**config.mk**
```make
export PLATFORM = sky130hd
export DESIGN_NAME = eeprom_write_verify_sequencer_top
export DESIGN_NICKNAME = d
export VERILOG_FILES = /design/src/rtl/eewvs_pkg.sv /design/src/rtl/eeprom_write_verify_sequencer_top.sv /design/src/rtl/eewvs_byte_store.sv
export SDC_FILE = /design/constraint.sdc
export NUM_CORES = 2
export LEC_CHECK = 0
export BUFFER_PORTS_ARGS = -buffer_cell sky130_fd_sc_hd__buf_2
export CAP_MARGIN = 30
export CORE_MARGIN = 3
export CORE_UTILIZATION = 60
export CTS_CLUSTER_DIAMETER = 30
export DETAILED_ROUTE_END_ITERATION = 10
export GPL_ROUTABILITY_DRIVEN = 1
export PLACE_DENSITY = 0.76
export SYNTH_ARGS = -nofsm -noshare
export SYNTH_HDL_FRONTEND = slang
export SYNTH_HIERARCHICAL = 1
export SYNTH_SLANG_ARGS = --single-unit
```
**constraint.sdc**
```tcl
create_clock -name aclk -period 5.8 [get_ports aclk]
set_input_delay 0.58 -clock aclk [delete_from_list [all_inputs] [get_ports aclk]]
set_output_delay 0.58 -clock aclk [all_outputs]
set_load 0.005 [all_outputs]
```
**src/rtl/eewvs_pkg.sv**
```systemverilog
// shared types and codes for the eeprom write/verify sequencer
package eewvs_pkg;

    localparam logic [1:0] ACT_LOAD     = 2'd0;
    localparam logic [1:0] ACT_START    = 2'd1;
    localparam logic [1:0] ACT_BUS_DONE = 2'd2;
    localparam logic [1:0] ACT_TICK     = 2'd3;

    localparam logic [1:0] CMD_NONE  = 2'd0;
    localparam logic [1:0] CMD_WRITE = 2'd1;
    localparam logic [1:0] CMD_READ  = 2'd2;

    localparam logic [1:0] ST_BUSY = 2'd0;
    localparam logic [1:0] ST_OK   = 2'd1;
    localparam logic [1:0] ST_ERR  = 2'd2;

    localparam logic [6:0] DEV_BASE   = 7'h50;
    localparam logic [7:0] WAIT_RESET = 8'd6;

    localparam logic CFG_DEVICE_SELECT = 1'b0;
    localparam logic CFG_WRITE_WAIT    = 1'b1;

    typedef struct packed {
        logic [1:0]  action;
        logic [15:0] mem_addr;
        logic [7:0]  byte_count;
        logic [7:0]  load_index;
        logic [7:0]  data_byte;
        logic        bus_error;
        logic [7:0]  read_byte;
    } item_t;

    typedef struct packed {
        logic [1:0]  bus_command;
        logic [7:0]  device_addr;
        logic [15:0] cmd_mem_addr;
        logic [7:0]  cmd_data;
        logic        write_protect;
        logic [1:0]  status;
    } result_t;

endpackage

```
**src/rtl/eeprom_write_verify_sequencer_top.sv**
```systemverilog
// Serial EEPROM byte-write sequencer with read-back verify.
// Requests arrive on the s_ valid/ready channel: load a byte into the store,
// start a write run, report a finished bus transfer, or a millisecond tick.
// Each accepted request gives exactly one result on the m_ channel carrying
// the bus command to issue (none, write, read), the device and memory
// address, the data byte, the write-protect level and the run status.
// The configuration port (cfg_wr_en, cfg_index, cfg_wdata) sets the device
// select pins and the wait in ticks after each write; write it while idle.
// A request is held in the input register, is evaluated and lands in the
// output register, from which the m_ channel takes its result. Throughput:
// one request per cycle while m_ready stays high, set by the single
// input-to-result register pass.
// The output register parts the channels: a new request is taken whenever
// the input register is empty or moves on; when m_ready is low the result
// holds and the input register fills, after which s_ready drops.
// Reset (aresetn low, synchronous) returns to idle with write protect high,
// wait 6, select 0 and both channels empty. Store contents are not cleared.
module eeprom_write_verify_sequencer_top #(
    parameter int STORE_DEPTH = 256
) (
    input  logic              aclk,
    input  logic              aresetn,
    input  logic              s_valid,
    output logic              s_ready,
    input  eewvs_pkg::item_t  s_data,
    output logic              m_valid,
    input  logic              m_ready,
    output eewvs_pkg::result_t m_data,
    input  logic              cfg_wr_en,
    input  logic              cfg_index,
    input  logic [7:0]        cfg_wdata
);

    localparam int AW = (STORE_DEPTH > 1) ? $clog2(STORE_DEPTH) : 1;
    localparam logic [AW-1:0] LAST_SLOT = AW'(STORE_DEPTH - 1);

    typedef logic [AW-1:0] slot_tbl_t [256];

    function automatic slot_tbl_t build_slot_tbl();
        slot_tbl_t tbl;
        for (int i = 0; i < 256; i++) begin
            tbl[i] = AW'(i % STORE_DEPTH);
        end
        return tbl;
    endfunction

    localparam slot_tbl_t SLOT_TBL = build_slot_tbl();

    typedef enum logic [1:0] {
        PH_IDLE,
        PH_WRITE,
        PH_WAIT,
        PH_READ
    } phase_t;

    logic [2:0]         device_select_reg;
    logic [7:0]         write_wait_reg;
    phase_t             phase_reg, phase_next;
    logic [7:0]         byte_index_reg, byte_index_next;
    logic [AW-1:0]      slot_reg, slot_next;
    logic [7:0]         total_reg, total_next;
    logic [15:0]        base_reg, base_next;
    logic [7:0]         elapsed_reg, elapsed_next;
    logic               protect_reg, protect_next;
    logic [7:0]         cur_byte_reg, cur_byte_next;
    logic [7:0]         slot0_reg, slot0_next;

    logic               in_valid_reg;
    eewvs_pkg::item_t   in_item_reg;
    logic               m_valid_reg;
    eewvs_pkg::result_t m_data_reg;
    eewvs_pkg::result_t res;

    logic               proc;
    logic               mem_we;
    logic [AW-1:0]      load_slot;
    logic [AW-1:0]      slot_inc;
    logic [7:0]         next_byte;
    logic [7:0]         bi_inc;
    logic [7:0]         el_inc;

    assign proc    = in_valid_reg && (!m_valid_reg || m_ready);
    assign s_ready = !in_valid_reg || proc;
    assign m_valid = m_valid_reg;
    assign m_data  = m_data_reg;

    assign load_slot = SLOT_TBL[in_item_reg.load_index];
    assign slot_inc  = (slot_reg == LAST_SLOT) ? '0 : slot_reg + AW'(1);
    assign bi_inc    = byte_index_reg + 8'd1;
    assign el_inc    = (elapsed_reg == 8'hFF) ? elapsed_reg : elapsed_reg + 8'd1;

    // prefetches the byte after the current one while the write and wait run
    eewvs_byte_store #(
        .DEPTH (STORE_DEPTH),
        .AW    (AW)
    ) u_store (
        .aclk    (aclk),
        .aresetn (aresetn),
        .wr_en   (mem_we),
        .wr_addr (load_slot),
        .wr_data (in_item_reg.data_byte),
        .rd_addr (slot_inc),
        .rd_data (next_byte)
    );

    always_comb begin
        phase_next      = phase_reg;
        byte_index_next = byte_index_reg;
        slot_next       = slot_reg;
        total_next      = total_reg;
        base_next       = base_reg;
        elapsed_next    = elapsed_reg;
        protect_next    = protect_reg;
        cur_byte_next   = cur_byte_reg;
        slot0_next      = slot0_reg;
        mem_we          = 1'b0;
        res             = '0;
        res.device_addr = {eewvs_pkg::DEV_BASE[6:3], device_select_reg, 1'b0};
        res.bus_command = eewvs_pkg::CMD_NONE;
        res.status      = eewvs_pkg::ST_BUSY;

        if (proc) begin
            case (in_item_reg.action)
                eewvs_pkg::ACT_LOAD: begin
                    mem_we = 1'b1;
                    if (load_slot == slot_reg) begin
                        cur_byte_next = in_item_reg.data_byte;
                    end
                    if (load_slot == '0) begin
                        slot0_next = in_item_reg.data_byte;
                    end
                end
                eewvs_pkg::ACT_START: begin
                    if (phase_reg == PH_IDLE) begin
                        byte_index_next  = 8'd0;
                        slot_next        = '0;
                        total_next       = in_item_reg.byte_count;
                        base_next        = in_item_reg.mem_addr;
                        elapsed_next     = 8'd0;
                        protect_next     = 1'b0;
                        phase_next       = PH_WRITE;
                        cur_byte_next    = slot0_reg;
                        res.bus_command  = eewvs_pkg::CMD_WRITE;
                        res.cmd_mem_addr = in_item_reg.mem_addr;
                        res.cmd_data     = slot0_reg;
                    end
                end
                eewvs_pkg::ACT_BUS_DONE: begin
                    if (phase_reg == PH_WRITE) begin
                        if (in_item_reg.bus_error) begin
                            phase_next   = PH_IDLE;
                            protect_next = 1'b1;
                            res.status   = eewvs_pkg::ST_ERR;
                        end else begin
                            elapsed_next = 8'd0;
                            phase_next   = PH_WAIT;
                        end
                    end else if (phase_reg == PH_READ) begin
                        if (in_item_reg.bus_error ||
                            (in_item_reg.read_byte != cur_byte_reg)) begin
                            phase_next   = PH_IDLE;
                            protect_next = 1'b1;
                            res.status   = eewvs_pkg::ST_ERR;
                        end else begin
                            byte_index_next = bi_inc;
                            slot_next       = slot_inc;
                            if (bi_inc < total_reg) begin
                                phase_next       = PH_WRITE;
                                cur_byte_next    = next_byte;
                                res.bus_command  = eewvs_pkg::CMD_WRITE;
                                res.cmd_mem_addr = base_reg + {8'd0, bi_inc};
                                res.cmd_data     = next_byte;
                            end else begin
                                phase_next   = PH_IDLE;
                                protect_next = 1'b1;
                                res.status   = eewvs_pkg::ST_OK;
                            end
                        end
                    end
                end
                eewvs_pkg::ACT_TICK: begin
                    if (phase_reg == PH_WAIT) begin
                        elapsed_next = el_inc;
                        if (el_inc >= write_wait_reg) begin
                            phase_next       = PH_READ;
                            res.bus_command  = eewvs_pkg::CMD_READ;
                            res.cmd_mem_addr = base_reg + {8'd0, byte_index_reg};
                        end
                    end
                end
                default: begin
                end
            endcase
        end

        res.write_protect = protect_next;
    end

    always_ff @(posedge aclk) begin
        if (!aresetn) begin
            device_select_reg <= 3'd0;
            write_wait_reg    <= eewvs_pkg::WAIT_RESET;
            phase_reg         <= PH_IDLE;
            byte_index_reg    <= 8'd0;
            slot_reg          <= '0;
            total_reg         <= 8'd0;
            base_reg          <= 16'd0;
            elapsed_reg       <= 8'd0;
            protect_reg       <= 1'b1;
            in_valid_reg      <= 1'b0;
            m_valid_reg       <= 1'b0;
        end else begin
            if (cfg_wr_en) begin
                case (cfg_index)
                    eewvs_pkg::CFG_DEVICE_SELECT: device_select_reg <= cfg_wdata[2:0];
                    eewvs_pkg::CFG_WRITE_WAIT:    write_wait_reg    <= cfg_wdata;
                    default: begin
                    end
                endcase
            end
            phase_reg      <= phase_next;
            byte_index_reg <= byte_index_next;
            slot_reg       <= slot_next;
            total_reg      <= total_next;
            base_reg       <= base_next;
            elapsed_reg    <= elapsed_next;
            protect_reg    <= protect_next;
            if (s_valid && s_ready) begin
                in_valid_reg <= 1'b1;
            end else if (proc) begin
                in_valid_reg <= 1'b0;
            end
            if (proc) begin
                m_valid_reg <= 1'b1;
            end else if (m_ready) begin
                m_valid_reg <= 1'b0;
            end
        end
    end

    // payload registers
    always_ff @(posedge aclk) begin
        cur_byte_reg <= cur_byte_next;
        slot0_reg    <= slot0_next;
        if (s_valid && s_ready) begin
            in_item_reg <= s_data;
        end
        if (proc) begin
            m_data_reg <= res;
        end
    end

endmodule

```
**src/rtl/eewvs_byte_store.sv**
```systemverilog
// byte store memory with one write port and one registered read port
module eewvs_byte_store #(
    parameter int DEPTH = 256,
    parameter int AW    = 8
) (
    input  logic          aclk,
    input  logic          aresetn,
    input  logic          wr_en,
    input  logic [AW-1:0] wr_addr,
    input  logic [7:0]    wr_data,
    input  logic [AW-1:0] rd_addr,
    output logic [7:0]    rd_data
);

    logic [7:0]    mem [DEPTH];
    logic [7:0]    rd_data_reg;
    logic [AW-1:0] rd_addr_reg;
    logic          wr_last_reg;
    logic [AW-1:0] wr_addr_reg;
    logic [7:0]    wr_data_reg;

    always_ff @(posedge aclk) begin
        if (wr_en) begin
            mem[wr_addr] <= wr_data;
        end
        rd_data_reg <= mem[rd_addr];
        rd_addr_reg <= rd_addr;
        wr_addr_reg <= wr_addr;
        wr_data_reg <= wr_data;
    end

    always_ff @(posedge aclk) begin
        if (!aresetn) begin
            wr_last_reg <= 1'b0;
        end else begin
            wr_last_reg <= wr_en;
        end
    end

    // a write in the read cycle returned old data, take the written byte instead
    assign rd_data = (wr_last_reg && (wr_addr_reg == rd_addr_reg)) ? wr_data_reg
                                                                  : rd_data_reg;

endmodule
```
---- After elaboration in Yosys (flattened, before gate mapping) ----
Memory sizes are Yosys's and may differ from the RTL's. A register that Yosys moved wholly into a read port is not among the register bits.
Cells that the tools add are included.
word-level totals
  input port bits ......................... 65
  memories kept ........................... 2
  bits in writable memories ............... 2048
  word-level logic and storage cells ...... 158
  register bits ........................... 188
  output and inout port bits .............. 39
  bits in read-only memories .............. 2048
memories
  name              words  width  rd ports  clocked after Yosys merged registers in  wr ports  RTL line                                 text
  (name not given)  256    8      1         0                                        0         eeprom_write_verify_sequencer_top.sv:87  assign load_slot = SLOT_TBL[in_item_reg.load_index];
  u_store.mem       256    8      1         1                                        1         eewvs_byte_store.sv:15                   logic [7:0] mem [DEPTH];
cells by class
  bitwise logic cells ..................... 2
  $lt $le $gt $ge ......................... 3
  multiplexer cells ....................... 70
  add/sub/neg operators ................... 5
  equality and inequality tests ........... 22
  reduce and logical (&&, ||, !) cells .... 24
operators with widths
  kind                 number
  $mux 8               21
  $mux 24              5
  $pmux 16 s3          1
  $pmux 8 s2           3
  $pmux 8 s3           2
  $add 16x8->16        2
  $mux 16              2
  $add 8x1->8 const B  3
  $mux 2               12
  $mux 1               21
  $ne 2x2->1 const B   10
  $reduce_and 6->1     3
  $eq 8x8->1           2
  $eq 8x8->1 const B   2
  $pmux 2 s3           2
  $ge 9x9->1 const B   1
  $not 8->9            1
  $eq 2x2->1 const B   4
  $ge 8x8->1           1
  $logic_not 8->1      1
  $lt 8x8->1           1
  $ne 8x8->1           1
  $reduce_and 8->1     1
  $reduce_and 3->1     2
  11 further kinds     22

---- Longest topological paths before layout ----
  depth after elaboration ................. 8
  depth in mapped cells ................... 15
  gate-level depth less buffers ........... 12

---- Modules after synthesis ----
Netlist, hierarchy kept.
modules (own cells, without submodules)
  module                             cells each  area an instance (µm²)  instances  seq. area each (µm²)
  eewvs_byte_store                   3851        80243.2                 1          62159.6
  eeprom_write_verify_sequencer_top  809         8160.3                  1          4254.1

---- Least setup slack after synthesis ----
OpenSTA, ideal clock, no wires.
  path kind ............................... reg2reg
  start point ............................. register in_item_reg[9] (netlist name)
  end point ............................... register slot0_reg[0], data pin
  arrival time ............................ 3.265 ns
  path slack .............................. 1.710 ns
  setup time .............................. 0.825 ns
  clock period less this slack ............ 4.090 ns
  buffers on the path ..................... 0
  required time ........................... 4.975 ns
  stages on the path, launching flop included .. 1
  path through ............................ edfxtp_1
RTL lines
  what                    RTL line                                  text
  from (decl)             eeprom_write_verify_sequencer_top.sv:69   eewvs_pkg::item_t in_item_reg;
  from (signal assigned)  eeprom_write_verify_sequencer_top.sv:246  in_item_reg <= s_data;
  to (signal assigned)    eeprom_write_verify_sequencer_top.sv:244  slot0_reg <= slot0_next;
  to (decl)               eeprom_write_verify_sequencer_top.sv:66   logic [7:0] slot0_reg, slot0_next;
No word-level cell between the ends.

---- Worst setup path in the final report ----
  start point ............................. register slot_reg[0]
  end point ............................... register u_store.rd_data_reg[6] (read register of u_store.mem)
on the way
  cells in the longest elaborated chain, start to end .. 2
  elaborated cells on any way between the ends .. 3
  classes of those cells .................. 1 x add/sub; 1 x eq/ne; 1 x mux
RTL lines
  what                                              RTL line                                  text
  from (decl)                                       eeprom_write_verify_sequencer_top.sv:60   logic [AW-1:0] slot_reg, slot_next;
  from (signal assigned)                            eeprom_write_verify_sequencer_top.sv:223  slot_reg <= slot_next;
  $add 8x1->8 / $eq 8x8->1 (equally long branches)  eeprom_write_verify_sequencer_top.sv:88   assign slot_inc = (slot_reg == LAST_SLOT) ? '0 : slot_reg + AW'(1);
  $mux 8 *                                          eeprom_write_verify_sequencer_top.sv:88
  net slot_inc[0]                                   eeprom_write_verify_sequencer_top.sv:77   logic [AW-1:0] slot_inc;
  to (decl)                                         eewvs_byte_store.sv:16                    logic [7:0] rd_data_reg;
The timed path passes the listed nets; every way through them passes the cells marked *.
A chain may end at the register's enable or synchronous reset.

==> metrics.cfg <==
[status]
status = completed

[hold_path]
hold_path.class = primary input to flop
hold_depth = 4

[global_route]
gr-usage-all-layers_pct = 32.1
grt_max_degree = 228
grt_pass1_vias = 51685
overflow = 0
antenna_found_initial = 7
grt_pass1_wl_mm = 355

[final_layout]
syn_to_final_growth_pct = 20.3
register_area_mm2 = 0.0664
final_nets = 5224
fillers = 7744
fin_util_pct = 72.9
multi_input_area_mm2 = 0.0204
drive_above_1_share_pct = 25.7
largest_reg_flops = 2048

[sta]
hold_viol_final = 0
max_freq_ghz = 0.201
whs_ps = 129
max_slew_margin_pct = 18.9
min_period_ps = 4980
report.final.setup_viol = 0
setup_tns_ps = 0
finalCritPeriodShare_pct = 85.8
drv_slew = 0
rsz0062_at_grt = false
worst_pin_slew_ps = 1210
finClkSkew_ps = 95.0

[synthesis]
async_reset_ff_share_pct = 0
yosysSeqAreaShare_pct = 75.1
synth-main-ff-cell = edfxtp_1
yosys.area.top_type = edfxtp_1
ys_top_cells_by_count = edfxtp_1 (2147), mux4_2 (423), nor2_1 (332)
synth_seq_cells = 2244
synth_area_mm2 = 0.0884
ys_top_cells_by_area = edfxtp_1 (73%), mux4_2 (11%), dfxtp_1 (2.2%), mux2i_1 (2.1%), nor2_1 (1.4%)
ys_warn_count = 6
post_synth.cell_area_avg_um2 = 19.0
synth_edf_count = 2147
synth_most_common_cell = edfxtp_1
synth.distinct_cells = 83
synth_top_area_share_pct = 72.9
syn-instance-count = 4660

[detailed_routing]
ant_nets = 0
route.met3.wl_mm = 31.6
vias = 50656
wl_met2_mm = 115
post_drt_wl_per_cell_um = 32.9
drc = 0
drt_iter0_drc = 7256
wl_mm = 243
wl_met1_mm = 83.2
highest_layer = met5
vias_per_cell = 6.86
first_pass_iters = 7

[worst_setup_path]
crit_fanout = 39
path_cells = ha_4 -> and3_1 -> and3_1 -> a31oi_4 -> buf_12 -> buf_12 -> buf_4 -> mux4_2 -> a22o_1 -> a211oi_1 -> a31oi_1 -> a32oi_1 -> nor4_1
worstRegToRegCells = 13
cp_num_cells = 13
cp-end-kind = flop
path_buf_inv = 3
max_stage_delay_ps = 810
cp_slowest_cell = a211oi_1
start_kind = flop
cp.required_ps = 6580
crit_arrival_ps = 5750
cp_top_family = compound AO/OA/AOI/OAI gates
crit_type = flop to flop

[cts]
cts_inserted_buffers = 421
ctsResizeCount = 0
htreeDepth = 5
clkLatencyLatePin_ps = 960
clkSinkCount = 2244
path_clk_slew_ps = 50
clk_path_buf_depth = 4
root_buffer = clkbuf_16
cts_tree = yes

[power]
power_uw = 43300
peakVddDrop_mv = 0.409
leakage_uw = 0.0359
power_density_mw_per_mm2 = 407

[floorplan]
pin_count = 104
die_h_um = 390
core_area_mm2 = 0.146
start_util_pct = 60.6
die_area_mm2 = 0.152
chipWidth_um = 390
rows = 140

[placed_design]
hpwl_mm = 133
gp_congestion = 0.884
port_buffers = 98

[job]
drv_cap = 0

-- power by group --
group | switching, µW | total, µW | leakage, µW | internal, µW
registers | 44.5 | 17900 | 0.0201 | 17800
logic | 424 | 550 | 0.00883 | 126
clock network | 8370 | 24800 | 0.00696 | 16500
-- timing repair --
action,in CTS,in global routing
endpoints found under the hold margin,66,0
hold buffers,63,0
setup endpoints to repair,0,0
buffers inserted,0,0
-- worst register-to-register path, cell delays in order, from the launching register on --
cell,delay (ps)
dfxtp_1,400
ha_4,230
and3_1,260
and3_1,320
a31oi_4,420
buf_12,310
buf_12,340
buf_4,280
mux4_2,540
a22o_1,280
a211oi_1,810
a31oi_1,160
a32oi_1,400
nor4_1,120
-- layer usage --
layer | GRT usage, % | up-vias
met5 | 0 | -
met4 | 16.3 | 10
met3 | 9.29 | 833
met2 | 49.5 | 4181
met1 | 42.5 | 25544
li1 | - | 20088
-- path summary, 6_finish.rpt --
check                                         endpoint  slack, ps                  from
worst max register to register  u_store/rd_data_reg[6]        820           slot_reg[0]
worst min register to register              m_data[28]        390  device_select_reg[0]
worst max-delay path            u_store/rd_data_reg[6]        820           slot_reg[0]
worst min-delay path                 write_wait_reg[6]        130             cfg_wr_en
-- cell usage in the layout, fill, tap and decap left out, drive strengths merged, types with 12 or more instances in the layout --
cell type	n
a211oi	17
a21oi	143
a22o	18
a22oi	159
a31oi	26
buf	236
bufinv	65
clkbuf	478
clkinv	130
clkinvlp	47
dfxtp	97
dlygate4sd3	63
edfxtp	2147
ha	42
inv	88
mux2	13
mux2i	185
mux4	423
nand2	199
nand2b	13
nand3	67
nand4	30
nor2	332
nor2b	26
nor3	33
nor4	34
o211ai	18
o21a	12
o21ai	45
o221ai	34
o22ai	55
xnor2	24
xor2	29
-- kinds of logic after synthesis --
logic type / count (synthesis) / share of synthesized area [%]
buf+inv: 309 / 1.97
fa+ha+maj: 44 / 0.640
mux: 621 / 13.0
flops: 2244 / 75.1
compound gates: 598 / 4.62
xor+xnor: 53 / 0.525
simple gates: 789 / 4.08
other cells: 2 / 0.00850
-- layout make-up --
cell class	count	share of cell area [%]
multi-input cells	2110	19.2
well taps	1917	2.25
diodes	10	0.0235
clock buffers	477	10.3
clock inverters	292	3.33
flip-flops and latches	2244	62.4
inverters	38	0.134
repair buffers	300	2.36
-- stage by stage --
step           area (µm²)  std cells  setup WS [ps]
2_1_floorplan       88400       4663           1710
3_3_place_gp        91000       6531            961
3_5_place_dp        91100       6537           1030
4_1_cts            106000       7369            911
5_1_grt            106000       7378            786
6_report           106000       7388            823
Note: power is estimated with default switching activity, not from simulation.
